<file path="src/sv/drprl_pkg.sv">
// Package for the delayed relay pair with reclose lockout.
// Holds the request codes, register indexes and reset constants; no dependencies.
`default_nettype none

package drprl_pkg;

  localparam int unsigned NUM_RELAYS_DEF  = 2;
  localparam int unsigned COUNT_WIDTH_DEF = 16;

  localparam int unsigned FIELD_WIDTH = 16;

  typedef enum logic [1:0] {
    CMD_ON   = 2'd0,
    CMD_OFF  = 2'd1,
    CMD_TIME = 2'd2
  } cmd_t;

  typedef enum logic {
    REG_RECLOSE_TICKS  = 1'b0,
    REG_TICK_PERIOD_MS = 1'b1
  } reg_index_t;

  localparam logic [FIELD_WIDTH-1:0] RECLOSE_TICKS_RESET  = 16'd20;
  localparam logic [FIELD_WIDTH-1:0] TICK_PERIOD_MS_RESET = 16'd100;

endpackage

`default_nettype wire

</file>
<file path="src/sv/delayed_relay_pair_with_reclose_lockout.sv">
// Delayed relay pair with reclose lockout: top level, depends on drprl_pkg.
// The result of an accepted request is registered in the output register.
// Throughput: one request per cycle; in_stall rises only while a result waits under out_stall.
// The relay state is updated at the accepting edge and the result is registered with it.
// Reset (rst, synchronous, active high) clears the relay state, the start flag,
// the output valid and sets both registers to their reset values.
`default_nettype none

module delayed_relay_pair_with_reclose_lockout #(
  parameter int unsigned NUM_RELAYS  = drprl_pkg::NUM_RELAYS_DEF,
  parameter int unsigned COUNT_WIDTH = drprl_pkg::COUNT_WIDTH_DEF
) (
  input  wire logic        clk,
  input  wire logic        rst,
  input  wire logic        cfg_we,
  input  wire logic        cfg_index,
  input  wire logic [15:0] cfg_data,
  input  wire logic        in_valid,
  output logic             in_stall,
  input  wire logic [1:0]  cmd,
  input  wire logic        relay_select,
  input  wire logic [15:0] delay_ticks,
  input  wire logic [15:0] now_ms,
  output logic             out_valid,
  input  wire logic        out_stall,
  output logic             relay_a_on,
  output logic             relay_b_on,
  output logic             tick_applied,
  output logic             relay_a_locked,
  output logic             relay_b_locked
);

  logic [15:0] reclose_ticks;
  logic [15:0] tick_period_ms;

  logic        started;
  logic        started_next;
  logic [15:0] last_tick_ms;
  logic [15:0] last_tick_ms_next;

  logic [NUM_RELAYS-1:0]  requested_on;
  logic [NUM_RELAYS-1:0]  requested_on_next;
  logic [COUNT_WIDTH-1:0] on_countdown           [NUM_RELAYS];
  logic [COUNT_WIDTH-1:0] on_countdown_next      [NUM_RELAYS];
  logic [COUNT_WIDTH-1:0] off_countdown          [NUM_RELAYS];
  logic [COUNT_WIDTH-1:0] off_countdown_next     [NUM_RELAYS];
  logic [COUNT_WIDTH-1:0] lockout_countdown      [NUM_RELAYS];
  logic [COUNT_WIDTH-1:0] lockout_countdown_next [NUM_RELAYS];
  logic [NUM_RELAYS-1:0]  reclose_allowed;
  logic [NUM_RELAYS-1:0]  reclose_allowed_next;
  logic [NUM_RELAYS-1:0]  drive_level;
  logic [NUM_RELAYS-1:0]  drive_level_next;

  logic                   accept;
  logic                   is_on;
  logic                   is_off;
  logic                   is_time;
  logic                   tick;
  logic [15:0]            elapsed;
  logic [COUNT_WIDTH-1:0] delay_c;
  logic [COUNT_WIDTH-1:0] reclose_c;
  logic                   b_on_next;
  logic                   b_locked_next;

  assign in_stall = out_valid && out_stall;
  assign accept   = in_valid && !in_stall;

  assign is_on   = (cmd == drprl_pkg::CMD_ON);
  assign is_off  = (cmd == drprl_pkg::CMD_OFF);
  assign is_time = (cmd == drprl_pkg::CMD_TIME);

  assign elapsed   = now_ms - last_tick_ms;
  assign tick      = is_time && started && (elapsed >= tick_period_ms);
  assign delay_c   = COUNT_WIDTH'(delay_ticks);
  assign reclose_c = COUNT_WIDTH'(reclose_ticks);

  assign started_next      = started || is_time;
  assign last_tick_ms_next = tick ? now_ms : last_tick_ms;

  always_ff @(posedge clk) begin
    if (rst) begin
      reclose_ticks  <= drprl_pkg::RECLOSE_TICKS_RESET;
      tick_period_ms <= drprl_pkg::TICK_PERIOD_MS_RESET;
    end else if (cfg_we) begin
      case (cfg_index)
        drprl_pkg::REG_RECLOSE_TICKS:  reclose_ticks  <= cfg_data;
        drprl_pkg::REG_TICK_PERIOD_MS: tick_period_ms <= cfg_data;
        default: ;
      endcase
    end
  end

  for (genvar r = 0; r < NUM_RELAYS; r++) begin : g_relay
    logic hit;

    assign hit = (int'(relay_select) == r);

    always_comb begin
      requested_on_next[r]      = requested_on[r];
      on_countdown_next[r]      = on_countdown[r];
      off_countdown_next[r]     = off_countdown[r];
      lockout_countdown_next[r] = lockout_countdown[r];
      reclose_allowed_next[r]   = reclose_allowed[r];
      drive_level_next[r]       = drive_level[r];
      if (is_on && hit && !requested_on[r]) begin
        requested_on_next[r] = 1'b1;
        on_countdown_next[r] = delay_c;
      end else if (is_off && hit && requested_on[r]) begin
        lockout_countdown_next[r] = reclose_c;
        reclose_allowed_next[r]   = 1'b0;
        requested_on_next[r]      = 1'b0;
        off_countdown_next[r]     = delay_c;
      end else if (tick) begin
        if (requested_on[r]) begin
          if (on_countdown[r] != '0) begin
            on_countdown_next[r] = on_countdown[r] - 1'b1;
          end else if (reclose_allowed[r]) begin
            drive_level_next[r] = 1'b1;
          end
        end else begin
          if (off_countdown[r] != '0) begin
            off_countdown_next[r] = off_countdown[r] - 1'b1;
          end else begin
            drive_level_next[r] = 1'b0;
          end
        end
        if (lockout_countdown[r] != '0) begin
          lockout_countdown_next[r] = lockout_countdown[r] - 1'b1;
        end else begin
          reclose_allowed_next[r] = 1'b1;
        end
      end
    end

    always_ff @(posedge clk) begin
      if (rst) begin
        requested_on[r]      <= 1'b0;
        on_countdown[r]      <= '0;
        off_countdown[r]     <= '0;
        lockout_countdown[r] <= '0;
        reclose_allowed[r]   <= 1'b1;
        drive_level[r]       <= 1'b0;
      end else if (accept) begin
        requested_on[r]      <= requested_on_next[r];
        on_countdown[r]      <= on_countdown_next[r];
        off_countdown[r]     <= off_countdown_next[r];
        lockout_countdown[r] <= lockout_countdown_next[r];
        reclose_allowed[r]   <= reclose_allowed_next[r];
        drive_level[r]       <= drive_level_next[r];
      end
    end
  end

  if (NUM_RELAYS > 1) begin : g_b
    assign b_on_next     = drive_level_next[1];
    assign b_locked_next = !reclose_allowed_next[1];
  end else begin : g_no_b
    assign b_on_next     = 1'b0;
    assign b_locked_next = 1'b0;
  end

  always_ff @(posedge clk) begin
    if (rst) begin
      started      <= 1'b0;
      last_tick_ms <= '0;
      out_valid    <= 1'b0;
    end else begin
      if (accept) begin
        started      <= started_next;
        last_tick_ms <= last_tick_ms_next;
        out_valid    <= 1'b1;
      end else if (!out_stall) begin
        out_valid <= 1'b0;
      end
    end
  end

  always_ff @(posedge clk) begin
    if (accept) begin
      relay_a_on     <= drive_level_next[0];
      relay_b_on     <= b_on_next;
      tick_applied   <= tick;
      relay_a_locked <= !reclose_allowed_next[0];
      relay_b_locked <= b_locked_next;
    end
  end

endmodule

`default_nettype wire

</file>
<file path="config.mk">
export PLATFORM = sky130hd
export DESIGN_NAME = delayed_relay_pair_with_reclose_lockout
export DESIGN_NICKNAME = d
export VERILOG_FILES = /design/src/sv/drprl_pkg.sv /design/src/sv/delayed_relay_pair_with_reclose_lockout.sv
export SDC_FILE = /design/constraint.sdc
export NUM_CORES = 1
export LEC_CHECK = 0
export BUFFER_PORTS_ARGS = -buffer_cell sky130_fd_sc_hd__buf_4
export CORE_MARGIN = 2
export CORE_UTILIZATION = 30
export DETAILED_ROUTE_END_ITERATION = 10
export PLACE_DENSITY = 0.56
export REMOVE_ABC_BUFFERS = 1
export SLEW_MARGIN = 15
export SYNTH_ARGS = -nofsm -noshare
export SYNTH_HDL_FRONTEND = slang
export SYNTH_SLANG_ARGS = --single-unit
</file>
<file path="constraint.sdc">
create_clock -name clk -period 4.7 [get_ports clk]
set_clock_uncertainty 0.2 [all_clocks]
set_input_delay 0.235 -clock clk [delete_from_list [all_inputs] [get_ports clk]]
set_output_delay 0.235 -clock clk [all_outputs]
set_load 0.005 [all_outputs]
</file>
==> metrics.cfg <==
[critical_path]
worstRegToRegCells = 17
worst_setup_path_end_kind = register
worst-path-max-fanout = 10
start_kind = input pin
max_stage_delay_ns = 0.53
critPathKind = input pin to register
cp_cell_sequence = dlygate4sd3_1 > buf_4 > inv_1 > ha_1 > fa_1 > nand2b_1 > a211oi_2 > nor3_1 > o31ai_1 > a21oi_1 > xnor2_1 > ha_1 > nand4_1 > nor4bb_1 > a22oi_1 > o31a_2 > inv_1 > nand2_2 > o21ai_2 > buf_6
worst_path_max_delay_cell = dlygate4sd3_1
worstPathRequired_ns = 4.64
r2r_setup_slack_ns = 0.36
arrival_ns = 4.36

[sta]
slew_viol_final = 0
worst_pin_slew_ns = 1.16
min_period_ns = 4.42
max_freq_mhz = 226
rsz0062_at_grt = true
setup_viol = 0
period_share_pct = 94.1
worst_slack_ns = 0.277
hold_viol = 0
relSlewSlack_pct = 22.7

[logic_synthesis]
synth_top_family_by_area = simple AND/OR/NAND/NOR gates
yosys_warnings = 0
muxShareOfSynthArea_pct = 0
yosysUniqueCellTypes = 55
syn_area_um2 = 9090
synth_compound_area_share_pct = 18.2
synth_edf_count = 101
seq_area_frac_synth_pct = 45.7
yosys.area_share.xor_xnor_pct = 7.90
synthSimpleGateAreaFrac_pct = 18.4
avgSynthCellArea_um2 = 8.98
async_reset_ff_share_pct = 0
ys_ff_latch = 157
syn_inst = 1012
synth-adder-area-share_pct = 5.31
yosys_most_used_dff = edfxtp_1

[cts]
clock_path_buffers = 2
cts_tree = built
clk_latency_ns = 0.43
ctsHtreeMaxLevel = 4
root_buffer = clkbuf_16
post_cts_buffers = 0
path_clk_slew_ns = 0.06
cts_inserted_buffers = 17
cts_num_sinks = 157

[floorplanning]
boundaryPins = 64
dieHeight_um = 178
die_w_um = 178
die-area_um2 = 31700
initial_utilization_pct = 30.6
core_um2 = 29700
num_rows = 63

[finish]
layout-drive-gt1-share_pct = 12.2
syn2layout_area_growth_pct = 21.2
fill_cells = 2993
antennaDiodeCount = 0
fin_nets = 1190
utilization_pct = 37.1

[detailed_routing]
wl_per_cell_um = 15.3
route.detailed.drc = 0
drtAntennaViolNets = 0
vias_per_cell = 5.03
firstDrtPassIters = 5
vias = 7529
drt-total-wl_mm = 22.9
drtIter0Drc = 558

[placement]
dp_hpwl_mm = 16.0
globalplace.congestion = 0.766
portBuffers = 63
pre_cts_slack_ns = 0.386

[status]
status = finished, final reports clean

[power]
power.leakage_nw = 3.89
peakVddDrop_mv = 0.235
p_per_area_nw_per_um2 = 317
p_total_w = 0.00350

[worst_hold_path]
hp-class = input pin to register
worstHoldPathCells = 3

[global_route]
overflow = 0
grt_max_degree = 69
grt_pass1_vias = 7302
track_usage_pct = 14.9
antenna_found_initial = 0
grt_first_pass_wirelength_mm = 37.5

[flow_run]
maxCapViolations = 0

## where the power goes
part	switching, W	leakage, nW	internal [W]
logic	0.000250	2.09	0.000199
registers	0.0000652	1.50	0.00155
clock network	0.000594	0.305	0.000841
## cells by family after synthesis
| logic type | Yosys count |
|---|---|
| fa+ha+maj | 38 |
| compound gates | 263 |
| xor+xnor | 82 |
| simple gates | 364 |
| buf+inv | 108 |
| flops | 157 |
## layout make-up
cell class / count / area (um2) / share of cell area (%)
Clock buffer: 21 / 514 / 4.66
Multi-Input combinational cell: 747 / 4570 / 41.5
Clock inverter: 11 / 100 / 0.908
Tap cell: 390 / 488 / 4.43
Inverter: 54 / 203 / 1.84
Timing Repair Buffer: 118 / 993 / 9.01
Sequential cell: 157 / 4150 / 37.7
## layer usage
metal,global-route usage (%),part of all wire (%),up-vias
li1,-,-,3814
met1,19.8,48,3567
met2,24.8,47,130
met3,2.92,3.6,18
met4,4.03,1.2,0
met5,0,0,-
## flip-flops by register name, summed over array words and instances (netlist names), 2 cells and up
name	cells
lockout_countdown	32
off_countdown	32
on_countdown	32
last_tick_ms	16
reclose_c	16
tick_period_ms	16
drive_level	2
reclose_allowed	2
requested_on	2
## through the flow
step	hold WS [ns]	area, um2	setup TNS, ns	std cells
floorplan	0.104	8890	-21.11	958
global placement	0.246	9980	0	1427
detailed placement	0.248	9980	0	1427
CTS	0.0170	11000	0	1496
global route	0.0474	11000	-0.150	1498
finish	0.0249	11000	0	1498
## layout by cell type, fill, tap and decap left out, drive strengths merged, types with 4 or more instances in the layout
master / instances
edfxtp: 101
nand3: 32
o21a: 5
o31ai: 6
or3: 18
clkinv: 6
nor3: 24
inv: 57
a311oi: 13
nor4: 13
a21oi: 78
xor2: 26
a31oi: 4
a211oi: 67
nand2: 110
o21ai: 64
dlygate4sd3: 37
o211ai: 6
nor2: 132
xnor2: 56
or4: 7
nand2b: 6
buf: 81
nor2b: 6
clkbuf: 21
ha: 37
dfxtp: 56
## final timing paths
check,start,endpoint
setup reg to reg,last_tick_ms[1]$_SDFFE_PP0P_,lockout_countdown[0][15]$_SDFFCE_PN0P_
hold / removal,delay_ticks[15],off_countdown[0][15]$_SDFFCE_PN0P_
hold reg to reg,tick_period_ms[10]$_SDFFE_PP0P_,tick_period_ms[10]$_SDFFE_PP0P_
setup / recovery,now_ms[0],lockout_countdown[0][15]$_SDFFCE_PN0P_
## cells in the mapped netlist (all sizes together) (18+ instances only)
cell,n,area [um2]
xor2,26,228
a211oi,67,503
nor2,132,495
or3,18,119
o21ai,64,320
edfxtp,101,3030
clkbuf,47,176
nand2,110,415
dfxtp,56,1120
nor3,24,120
ha,37,463
inv,54,203
a21oi,78,390
xnor2,56,490
nand3,32,160
## worst max-delay path: cells and delay by family
kind | cells | cell delay [ns]
fa+ha+maj | 3 | 0.90
compound gates | 6 | 1.23
simple gates | 5 | 0.89
buf+inv | 5 | 0.97
xor+xnor | 1 | 0.13
## timing repair
item                                    in CTS  in global routing
hold buffers                                37                  0
resized for setup                            0                 13
hold endpoints to repair                    51                  0
endpoints found under the setup margin       0                 48
(Power assumes the default switching activity.)
